--- config.mk ---
export PLATFORM = sky130hd
export DESIGN_NAME = vector_distance_l1_l2_top_flat
export DESIGN_NICKNAME = d
export VERILOG_FILES = /design/src/hdl/vd_pkg.sv /design/src/hdl/vd_if.sv /design/src/hdl/vector_distance_l1_l2_top.sv /design/src/hdl/vd_accum.sv /design/src/hdl/vd_root_cell.sv /design/src/flat_wrapper.sv
export SDC_FILE = /design/constraint.sdc
export NUM_CORES = 2
export LEC_CHECK = 0
export CORE_MARGIN = 5
export CORE_UTILIZATION = 60
export DETAILED_ROUTE_END_ITERATION = 10
export DONT_BUFFER_PORTS = 1
export PLACE_DENSITY_LB_ADDON = 0.12
export SLEW_MARGIN = 30
export SYNTH_ARGS = -nofsm -noshare
export SYNTH_HDL_FRONTEND = slang
export SYNTH_SLANG_ARGS = --single-unit
--- constraint.sdc ---
create_clock -name clk -period 4.9 [get_ports clk]
set_input_delay 0.49 -clock clk [delete_from_list [all_inputs] [get_ports clk]]
set_output_delay 0.49 -clock clk [all_outputs]
set_load 0.02 [all_outputs]
--- src/hdl/vd_pkg.sv ---
// Shared types and constants for the vector distance block.
// No dependencies; every other file depends on this package.
`default_nettype none

package vd_pkg;

	// accumulator and square-root widths
	localparam int ACC_W      = 40;
	localparam int ROOT_W     = ACC_W + 1;
	localparam int SQ_W       = ACC_W / 2;
	localparam int ROOT_STEPS = ACC_W / 2;

	localparam logic [ACC_W-1:0] ACC_MAX  = {ACC_W{1'b1}};
	localparam logic [ACC_W-1:0] SQ_LIMIT = ACC_W'({SQ_W{1'b1}});

	// metric register codes; the unused code acts as Euclidean
	localparam int METRIC_W = 2;
	localparam logic [METRIC_W-1:0] METRIC_L1    = 2'd0;
	localparam logic [METRIC_W-1:0] METRIC_L2    = 2'd1;
	localparam logic [METRIC_W-1:0] METRIC_L2SQ  = 2'd2;
	localparam logic [METRIC_W-1:0] METRIC_RESET = METRIC_L2;

	// one slot of the square-root cell chain
	typedef struct packed {
		logic              valid;
		logic              bypass;
		logic [ACC_W-1:0]  rem;
		logic [ROOT_W-1:0] root;
	} cell_t;

endpackage

`default_nettype wire

--- src/hdl/vd_if.sv ---
// Valid/ready channel interfaces for the vector distance block.
// Depends on vd_pkg for the result and metric widths.
`default_nettype none

// coordinate pair input channel
interface vd_coord_if #(parameter int COORD_BITS = 16);
	logic                         valid;
	logic                         ready;
	logic signed [COORD_BITS-1:0] a_coord;
	logic signed [COORD_BITS-1:0] b_coord;
	logic                         last_coord;

	modport source (output valid, output a_coord, output b_coord, output last_coord,
		input ready);
	modport sink (input valid, input a_coord, input b_coord, input last_coord,
		output ready);
endinterface

// distance result channel
interface vd_result_if;
	logic                       valid;
	logic                       ready;
	logic [vd_pkg::ACC_W-1:0]   distance;

	modport source (output valid, output distance, input ready);
	modport sink (input valid, input distance, output ready);
endinterface

// metric register write channel
interface vd_cfg_if;
	logic                         valid;
	logic                         ready;
	logic [vd_pkg::METRIC_W-1:0]  data;

	modport source (output valid, output data, input ready);
	modport sink (input valid, input data, output ready);
endinterface

`default_nettype wire

--- src/hdl/vector_distance_l1_l2_top.sv ---
// A last coordinate's distance passes through stage 1, stage 2, the root cells and the output register.
// Throughput: one coordinate pair per cycle; the accumulator takes one term a cycle
// and the square root runs as a chain of twenty cells, one step per cell.
// A stalled result freezes the whole pipeline until it is taken.
// Reset: metric is Euclidean, accumulator zero, pipeline and output empty.
// Depends on vd_pkg, vd_if, vd_accum and vd_root_cell.
`default_nettype none

module vector_distance_l1_l2_top (
	input  wire logic clk,
	input  wire logic arst_n,
	vd_coord_if.sink  coords,
	vd_result_if.source result,
	vd_cfg_if.sink    cfg
);
	import vd_pkg::*;

	logic [METRIC_W-1:0] metric_q;
	logic                en;
	logic                out_valid_q;
	logic [ACC_W-1:0]    distance_q;
	cell_t               chain [ROOT_STEPS+1];

	// metric register, writable at any time
	assign cfg.ready = 1'b1;

	always_ff @(posedge clk or negedge arst_n) begin
		if (!arst_n) begin
			metric_q <= METRIC_RESET;
		end else if (cfg.valid) begin
			metric_q <= cfg.data;
		end
	end

	// pipeline advances whenever the output slot is free or being drained
	assign en = !out_valid_q || result.ready;

	vd_accum u_accum (
		.clk    (clk),
		.arst_n (arst_n),
		.en     (en),
		.metric (metric_q),
		.coords (coords),
		.cell_o (chain[0])
	);

	// square-root cell chain, most significant step first
	for (genvar i = 0; i < ROOT_STEPS; i++) begin : g_cell
		vd_root_cell #(.STEP(ROOT_STEPS - 1 - i)) u_cell (
			.clk    (clk),
			.arst_n (arst_n),
			.en     (en),
			.cell_i (chain[i]),
			.cell_o (chain[i+1])
		);
	end

	// output register
	always_ff @(posedge clk or negedge arst_n) begin
		if (!arst_n) begin
			out_valid_q <= 1'b0;
		end else if (en) begin
			out_valid_q <= chain[ROOT_STEPS].valid;
		end
	end

	always_ff @(posedge clk) begin
		if (en) begin
			distance_q <= chain[ROOT_STEPS].bypass ? chain[ROOT_STEPS].rem
				: chain[ROOT_STEPS].root[ACC_W-1:0];
		end
	end

	assign result.valid    = out_valid_q;
	assign result.distance = distance_q;

	// a stall freezes the end of the chain
	a_stall_freeze: assert property (@(posedge clk) disable iff (!arst_n)
		!en |=> $stable(chain[ROOT_STEPS].valid))
		else $error("root chain moved during output stall");

	// a finished root fits in half the accumulator width
	a_root_bound: assert property (@(posedge clk) disable iff (!arst_n)
		chain[ROOT_STEPS].valid && !chain[ROOT_STEPS].bypass
		|-> (chain[ROOT_STEPS].root >> SQ_W) == '0)
		else $error("square root out of range");

	// a new result comes only from the end of the chain
	a_result_src: assert property (@(posedge clk) disable iff (!arst_n)
		$rose(out_valid_q) |-> $past(chain[ROOT_STEPS].valid))
		else $error("result without chain entry");

	// no input transfer while the output slot is blocked
	a_block_input: assert property (@(posedge clk) disable iff (!arst_n)
		out_valid_q && !result.ready |=> $stable(chain[0]))
		else $error("pipeline front changed during stall");

endmodule

`default_nettype wire

--- src/hdl/vd_accum.sv ---
// Front end: per-coordinate term (abs or square) and saturating accumulator.
// Depends on vd_pkg and vd_coord_if; feeds the first cell of the root chain.
`default_nettype none

module vd_accum (
	input  wire logic                        clk,
	input  wire logic                        arst_n,
	input  wire logic                        en,
	input  wire logic [vd_pkg::METRIC_W-1:0] metric,
	vd_coord_if.sink                         coords,
	output vd_pkg::cell_t                    cell_o
);
	import vd_pkg::*;

	localparam int CW = $bits(coords.a_coord);

	logic signed [CW:0]      diff;
	logic [CW:0]             mag;
	logic [ACC_W-1:0]        mag_w;
	logic [2*SQ_W-1:0]       sq;
	logic [ACC_W-1:0]        term;
	logic                    is_l1;
	logic                    is_l2sq;

	logic                    valid_s1;
	logic                    last_s1;
	logic                    root_s1;
	logic [ACC_W-1:0]        term_s1;

	logic [ACC_W-1:0]        acc_q;
	logic [ACC_W:0]          sum_wide;
	logic [ACC_W-1:0]        sum;
	cell_t                   cell_s2;

	assign coords.ready = en;

	// difference magnitude and the term for the metric in force
	always_comb begin
		diff    = {coords.a_coord[CW-1], coords.a_coord} - {coords.b_coord[CW-1], coords.b_coord};
		mag     = diff[CW] ? (CW+1)'(-diff) : (CW+1)'(diff);
		mag_w   = ACC_W'(mag);
		sq      = mag_w[SQ_W-1:0] * mag_w[SQ_W-1:0];
		is_l1   = (metric == METRIC_L1);
		is_l2sq = (metric == METRIC_L2SQ);
		if (is_l1) begin
			term = mag_w;
		end else if (mag_w > SQ_LIMIT) begin
			term = ACC_MAX;
		end else begin
			term = ACC_W'(sq);
		end
	end

	// stage 1 control
	always_ff @(posedge clk or negedge arst_n) begin
		if (!arst_n) begin
			valid_s1 <= 1'b0;
		end else if (en) begin
			valid_s1 <= coords.valid;
		end
	end

	// stage 1 payload
	always_ff @(posedge clk) begin
		if (en) begin
			term_s1 <= term;
			last_s1 <= coords.last_coord;
			root_s1 <= !is_l1 && !is_l2sq;
		end
	end

	// saturating add
	always_comb begin
		sum_wide = {1'b0, acc_q} + {1'b0, term_s1};
		sum      = (sum_wide >= {1'b0, ACC_MAX}) ? ACC_MAX : sum_wide[ACC_W-1:0];
	end

	// stage 2: accumulator and result launch into the chain
	always_ff @(posedge clk or negedge arst_n) begin
		if (!arst_n) begin
			acc_q   <= '0;
			cell_s2 <= '0;
		end else if (en) begin
			cell_s2.valid  <= valid_s1 && last_s1;
			cell_s2.rem    <= sum;
			cell_s2.root   <= '0;
			cell_s2.bypass <= !root_s1;
			if (valid_s1) begin
				acc_q <= last_s1 ? '0 : sum;
			end
		end
	end

	assign cell_o = cell_s2;

endmodule

`default_nettype wire

--- src/hdl/vd_root_cell.sv ---
// One cell of the integer square-root chain: a single digit-pair step.
// Depends on vd_pkg; STEP selects the trial bit position of this cell.
`default_nettype none

module vd_root_cell #(
	parameter int STEP = 0
) (
	input  wire logic     clk,
	input  wire logic     arst_n,
	input  wire logic     en,
	input  vd_pkg::cell_t cell_i,
	output vd_pkg::cell_t cell_o
);
	import vd_pkg::*;

	localparam logic [ROOT_W-1:0] TRIAL_BIT = ROOT_W'(1) << (2 * STEP);

	logic [ROOT_W-1:0] trial;
	cell_t             nxt;
	cell_t             cell_q;

	// compare-subtract step; results for other metrics pass unchanged
	always_comb begin
		trial = cell_i.root + TRIAL_BIT;
		nxt   = cell_i;
		if (!cell_i.bypass) begin
			if ({1'b0, cell_i.rem} >= trial) begin
				nxt.rem  = cell_i.rem - trial[ACC_W-1:0];
				nxt.root = (cell_i.root >> 1) + TRIAL_BIT;
			end else begin
				nxt.root = cell_i.root >> 1;
			end
		end
	end

	// cell register
	always_ff @(posedge clk or negedge arst_n) begin
		if (!arst_n) begin
			cell_q <= '0;
		end else if (en) begin
			cell_q <= nxt;
		end
	end

	assign cell_o = cell_q;

endmodule

`default_nettype wire
--- src/flat_wrapper.sv ---
// flat-port wrapper written by rule: the top's interface ports become plain ports
module vector_distance_l1_l2_top_flat import vd_pkg::*;
  (clk, arst_n, coords_valid, coords_a_coord, coords_b_coord, coords_last_coord, coords_ready, result_valid, result_distance, result_ready, cfg_valid, cfg_data, cfg_ready);
  vd_coord_if coords_i ();
  vd_result_if result_i ();
  vd_cfg_if cfg_i ();
  input  wire logic clk;
  input  wire logic arst_n;
  input wire logic [$bits(coords_i.valid)-1:0] coords_valid;
  input wire logic [$bits(coords_i.a_coord)-1:0] coords_a_coord;
  input wire logic [$bits(coords_i.b_coord)-1:0] coords_b_coord;
  input wire logic [$bits(coords_i.last_coord)-1:0] coords_last_coord;
  output wire logic [$bits(coords_i.ready)-1:0] coords_ready;
  output wire logic [$bits(result_i.valid)-1:0] result_valid;
  output wire logic [$bits(result_i.distance)-1:0] result_distance;
  input wire logic [$bits(result_i.ready)-1:0] result_ready;
  input wire logic [$bits(cfg_i.valid)-1:0] cfg_valid;
  input wire logic [$bits(cfg_i.data)-1:0] cfg_data;
  output wire logic [$bits(cfg_i.ready)-1:0] cfg_ready;
  assign coords_i.valid = coords_valid;
  assign coords_i.a_coord = coords_a_coord;
  assign coords_i.b_coord = coords_b_coord;
  assign coords_i.last_coord = coords_last_coord;
  assign coords_ready = coords_i.ready;
  assign result_valid = result_i.valid;
  assign result_distance = result_i.distance;
  assign result_i.ready = result_ready;
  assign cfg_i.valid = cfg_valid;
  assign cfg_i.data = cfg_data;
  assign cfg_ready = cfg_i.ready;
  vector_distance_l1_l2_top u_core (.clk(clk), .arst_n(arst_n), .coords(coords_i), .result(result_i), .cfg(cfg_i));
endmodule
== Word-level counts from Yosys, hierarchy flattened ==
Index checks and enable logic that the tools add are counted.

* Input bits: 40
* Word-level logic and storage cells: 250
* Register bits: 1827
* Output and inout bits: 43

* Add/sub/neg operators: 61
* Magnitude comparators: 21
* Reduce and logical (&&, ||, !) cells: 9
* Muxes and demuxes: 65
* Equality and inequality tests: 1
* Multipliers: 1

{| class="wikitable"
|+ Operators by type and width
! kind !! count
|-
| two-way mux 81 bit || 20
|-
| two-way mux 40 bit || 23
|-
| greater-or-equal comparator 40 x 41 -> 1 bit || 19
|-
| two-way mux 41 bit || 19
|-
| subtractor 40 bit || 19
|-
| adder 40 x 1 -> 41 bit, second input constant || 1
|-
| adder 40 x 11 -> 41 bit, second input constant || 1
|-
| adder 40 x 13 -> 41 bit, second input constant || 1
|-
| adder 40 x 15 -> 41 bit, second input constant || 1
|-
| adder 40 x 17 -> 41 bit, second input constant || 1
|-
| adder 40 x 19 -> 41 bit, second input constant || 1
|-
| adder 40 x 21 -> 41 bit, second input constant || 1
|-
| adder 40 x 23 -> 41 bit, second input constant || 1
|-
| adder 40 x 25 -> 41 bit, second input constant || 1
|-
| adder 40 x 27 -> 41 bit, second input constant || 1
|-
| adder 40 x 29 -> 41 bit, second input constant || 1
|-
| adder 40 x 3 -> 41 bit, second input constant || 1
|-
| adder 40 x 31 -> 41 bit, second input constant || 1
|-
| adder 40 x 33 -> 41 bit, second input constant || 1
|-
| adder 40 x 35 -> 41 bit, second input constant || 1
|-
| adder 40 x 37 -> 41 bit, second input constant || 1
|-
| adder 40 x 40 -> 41 bit || 1
|-
| adder 40 x 5 -> 41 bit, second input constant || 1
|-
| adder 40 x 7 -> 41 bit, second input constant || 1
|-
| other kinds (34) || 39
|}

== Depth between registers and ports, before layout ==
* Word-level depth: 5
* Depth in mapped cells: 37
* Mapped depth without buffers: 36

== Cells and area by module ==
Synthesis repeated with hierarchy kept, for this count alone.

* Cells, all modules: 19554
* Area, all modules: 158714.7 µm²

{| class="wikitable"
|+ Modules (own cells, without submodules)
! module !! instances !! cells each !! area an instance (µm²)
|-
| vd_accum || 1 || 1829 || 16107.9
|-
| vd_root_cell (u_core.g_cell[19].u_cell) || 1 || 1042 || 8022.7
|-
| vd_root_cell (u_core.g_cell[17].u_cell) || 1 || 995 || 7708.6
|-
| vd_root_cell (u_core.g_cell[18].u_cell) || 1 || 990 || 7574.8
|-
| vd_root_cell (u_core.g_cell[15].u_cell) || 1 || 961 || 7543.5
|-
| vd_root_cell (u_core.g_cell[16].u_cell) || 1 || 959 || 7517.2
|-
| vd_root_cell (u_core.g_cell[12].u_cell) || 1 || 886 || 7190.6
|-
| vd_root_cell (u_core.g_cell[14].u_cell) || 1 || 894 || 7151.9
|-
| vd_root_cell (u_core.g_cell[10].u_cell) || 1 || 922 || 7143.1
|-
| vd_root_cell (u_core.g_cell[6].u_cell) || 1 || 884 || 7075.5
|-
| vd_root_cell (u_core.g_cell[13].u_cell) || 1 || 877 || 7071.8
|-
| vd_root_cell (u_core.g_cell[11].u_cell) || 1 || 861 || 6949.2
|-
| vd_root_cell (u_core.g_cell[9].u_cell) || 1 || 863 || 6885.4
|-
| vd_root_cell (u_core.g_cell[8].u_cell) || 1 || 862 || 6830.3
|-
| 8 more rows || -- || -- || --
|}

== Least setup slack after synthesis ==
OpenSTA, ideal clock, no wires.

* Kind: input to register
* Start point: input port coords_a_coord[0]
* End point: register u_core.u_accum.term_s1[32], data pin
* Data required time: 4.634 ns
* Buffers on the path: 1
* Stages on the path: 36
* Path slack: -4.051 ns
* Library setup time: 0.266 ns
* Arrival time: 8.685 ns
* Path through: inv_1 > ha_1 > fa_1 > nand2b_1 > a21oi_1 > nand4_1 > a211oi_2 > a211oi_4 > or4_4 > o21ai_2 > xor2_2 > inv_2 > buf_6 > nand2_1 > inv_1 > fa_1 > inv_1 > fa_1 > fa_1 > inv_1 > fa_1 > fa_1 > inv_1 > fa_1 > inv_1 > ha_1 > a21oi_1 > o21ai_0 > or3_1 > o221a_2 > a311o_1 > a211oi_1 > o31ai_1 > a21oi_1 > xor2_1 > nor2_1

* Longest elaborated chain between the ends: 4

{| class="wikitable"
|+ Ends and longest elaborated chain
! item !! line !! source
|-
| start, declared || flat_wrapper.sv:10 || <nowiki>input wire logic [$bits(coords_i.a_coord)-1:0] coords_a_coord;</nowiki>
|-
| subtractor 16 x 16 -> 17 bit (*) || vd_accum.sv:39 || <nowiki>diff = {coords.a_coord[CW-1], coords.a_coord} - {coords.b_coord[CW-1], coords.b_coord};</nowiki>
|-
| negator 17 bit || vd_accum.sv:40 || <nowiki>mag = diff[CW] ? (CW+1)'(-diff) : (CW+1)'(diff);</nowiki>
|-
| two-way mux 17 bit (*) || vd_accum.sv:40 ||
|-
| multiplier 17 x 17 -> 34 bit (*) || vd_accum.sv:42 || <nowiki>sq = mag_w[SQ_W-1:0] * mag_w[SQ_W-1:0];</nowiki>
|-
| end signal, assigned || vd_accum.sv:66 || <nowiki>term_s1 <= term;</nowiki>
|-
| end, declared || vd_accum.sv:28 || <nowiki>logic [ACC_W-1:0] term_s1;</nowiki>
|}

Every way passes the cells marked *; elsewhere a longest branch is shown, timed or not.
A chain may end at the register's enable or synchronous reset.

== Final worst setup path ==
* Start point: input port coords_a_coord[0]
* End point: register u_core.u_accum.term_s1[28], data pin

The elaborated chain is that of the path after synthesis.

==> metrics.cfg <==
[detailed_routing]
wl_per_cell_um = 19.71
drt-vias-per-instance = 5.879
wirelength_um = 250500
drc_errors = 0
via_count = 74721
wl_met1_um = 117900
dr.first_iter.drc_count = 6751
first_pass_iters = 7
dr_wl_met3_um = 14620
top_layer = met4
dr_wl_met2_um = 112100
drtAntennaViolNets = 0

[sta]
fmax_ghz = 0.1274
final_hold_viol_count = 0
finClkSkew_ns = 0.04335
timing.final.ws_setup_ns = -2.946
rsz0062_at_grt = true
fin_crit_ns = 7.846
fin_crit_sh_pct = 160.1
max_slew.worst_pin.slew_ns = 1.146
slew_viol_final = 0
slew_headroom_pct = 23.60
holdWs_ns = 0.3253
setup_violations = 29

[clock_network]
cts_root_buffer = clkbuf_16
clkTransAtPathRegs_ns = 0.07
cts_max_path_buffers = 3
cts.sinks = 1402
cts_buffers = 154
htree_levels = 4
clk_latency_ns = 0.80
cts_tree = built

[critical_path]
cp_common_cell = inv_2
crit_slowest_cell = fa_2
rr_worst_depth = 11
r2r_start = u_core.g_cell[17].u_cell.cell_o[33]$_DFFE_PN0N_
slowest_delay_ns = 0.58
end_kind = flip-flop
crit_path_max_fanout = 6
r2r_setup_slack_ns = 0.41
critical_path_class = input port to flip-flop
cp_data_arrival_time_ns = 8.37
cp.required_ns = 5.42
rr_endpoint = u_core.g_cell[18].u_cell.cell_o[64]$_DFFE_PN0N_
cp-start-kind = input port

[global_route]
grt_pass1_wl_um = 402300
grt_usage_pct = 31.41
grt_max_degree = 235
antenna_found_initial = 2
grt_pass1_vias = 72412
overflow = 0

[synthesis]
synth-seq-area-share_pct = 39.24
yosysMostFrequentCell = nand2_1
synth_cell_type_count = 116
yosysTopAreaCellShare_pct = 36.69
synthArstFlopShare_pct = 94.58
synth_edf_count = 76
synthCells = 10461
synth_common_cells = nand2_1 (2325), dfrtp_1 (1325), o21ai_0 (975), inv_1 (771), a21oi_1 (601)
yosys-top-cells-area = dfrtp_1 (37%), nand2_1 (9.7%), ha_1 (7.7%)
synth_area_per_cell_sq_um = 8.639
synth_top_area_cell = dfrtp_1
synth_warnings = 0
synth_flop_cell = dfrtp_1
ys_ff_latch = 1402
synth_area_sq_mm = 0.09037

[floorplan]
start_util_pct = 60.34
io_pins = 83
fp.dieArea_sq_mm = 0.1585
die_y_um = 398.1
rows = 142
die_w_um = 398.1
placeableCoreArea_sq_mm = 0.1498

[place]
postPlaceCellArea_sq_mm = 0.09450
dp_hpwl_um = 183400
finalWeightedCongestion = 0.9329
placed_cells = 12359
io_buffers = 0

[cells_and_area]
nets = 11361
seq_area_sq_mm = 0.03547
drive_gt1_share_pct = 9.782
utilization_pct = 67.79
fillers = 12268
final_cell_area_sq_mm = 0.1015
stdcell_count = 12710
multi_input_area_sq_mm = 0.05128
area_delta_synth_final_pct = 12.35

[flow_run]
maxCapViolations = 0

[hold_path]
hold_class = input port to async pin

[status]
violations = negative setup slack
status = finished with violations

## placed cells by master (no fill, tap or decap), types with 87 or more instances in the layout
cell / n
buf_4: 363
clkbuf_16: 156
xnor2_1: 226
a21o_1: 195
ha_1: 530
nor3_1: 111
nand3_1: 136
nand2_1: 2302
nor4_1: 87
nor2_1: 580
xor2_1: 161
mux2i_1: 521
fa_1: 177
o21ai_0: 956
dfrtp_1: 1320
a21oi_1: 582
inv_1: 739
## timing repair
action / 4_1_cts / 5_1_grt
gates cloned: 0 / 2
gates resized for setup: 182 / 76
endpoints found under the hold margin: 159 / 0
hold buffers: 9 / 0
setup buffers: 42 / 21
setup endpoints to repair: 29 / 266
pin swaps: 120 / 84
## kinds of logic (layout without fill, tap and decap cells)
kind of cell / Yosys count / in the layout / share of synthesized area, %
buffers and inverters: 1281 / 1502 / 5.469
AND/OR/NAND/NOR: 3703 / 3703 / 17.54
adder cells (fa/ha/maj): 751 / 751 / 12.01
multiplexers: 564 / 564 / 6.306
flip-flops: 1402 / 1402 / 39.24
AO/OA/AOI/OAI: 2345 / 2345 / 15.37
XOR/XNOR: 413 / 413 / 4.052
other: 2 / 14 / 0.008310
## worst max-delay path by stage
stage | startpoint | to | slack, ns
final | coords_a_coord[0] | u_core.u_accum.term_s1[28]$_SDFFCE_PP0N_ | -2.95
after global routing | coords_a_coord[0] | u_core.u_accum.term_s1[28]$_SDFFCE_PP0N_ | -3.24
after CTS | coords_a_coord[0] | u_core.u_accum.term_s1[32]$_SDFFCE_PP0N_ | -2.87
after detailed placement | coords_a_coord[0] | u_core.u_accum.term_s1[28]$_SDFFCE_PP0N_ | -4.13
after global placement | coords_a_coord[0] | u_core.u_accum.term_s1[32]$_SDFFCE_PP0N_ | -4.08
after floorplan | coords_a_coord[0] | u_core.u_accum.term_s1[32]$_SDFFCE_PP0N_ | -3.62
## critical path: cells and delay by family
kind            cells  cell delay (ns)
xor+xnor            2             0.29
buf+inv             8             0.51
fa+ha+maj          10             4.13
simple gates        6             1.59
compound gates      8             1.34
## sequential cells by signal, indices dropped and copies added (netlist names)
| signal | count |
|---|---|
| u_core.g_cell.u_cell.cell_o | 1240 |
| u_core.metric_q | 2 |
| u_core.result.distance | 40 |
| u_core.result.valid | 1 |
| u_core.u_accum.acc_q | 40 |
| u_core.u_accum.cell_o | 42 |
| u_core.u_accum.last_s1 | 1 |
| u_core.u_accum.root_s1 | 1 |
| u_core.u_accum.term_s1 | 34 |
| u_core.u_accum.valid_s1 | 1 |
## cell type report
class                   instances  area share [%]
inverters                     785           2.928
clock inverters                65          0.8725
flip-flops and latches       1402           34.94
diodes                          1        0.002465
repair buffers                438           3.936
clock buffers                 214           4.333
well taps                    2016           2.484
multi-input cells            7789           50.51
## metrics by stage
step           TNS (ns)  setup slack (ns)
2_1_floorplan    -74.34            -3.622
3_3_place_gp     -93.51            -4.082
3_5_place_dp     -95.00            -4.132
4_1_cts          -60.21            -2.873
5_1_grt          -70.21            -3.238
6_report         -62.63            -2.946
## per-layer routing
layer,vias to the layer above,global-route usage (%)
li1,35740,-
met1,36605,47.34
met2,2010,48.35
met3,366,4.346
met4,0,7.411
met5,-,0
Power is left out: the tool's default activity adds up to more than one toggle a clock period on the data nets, which glitch-free logic cannot reach.
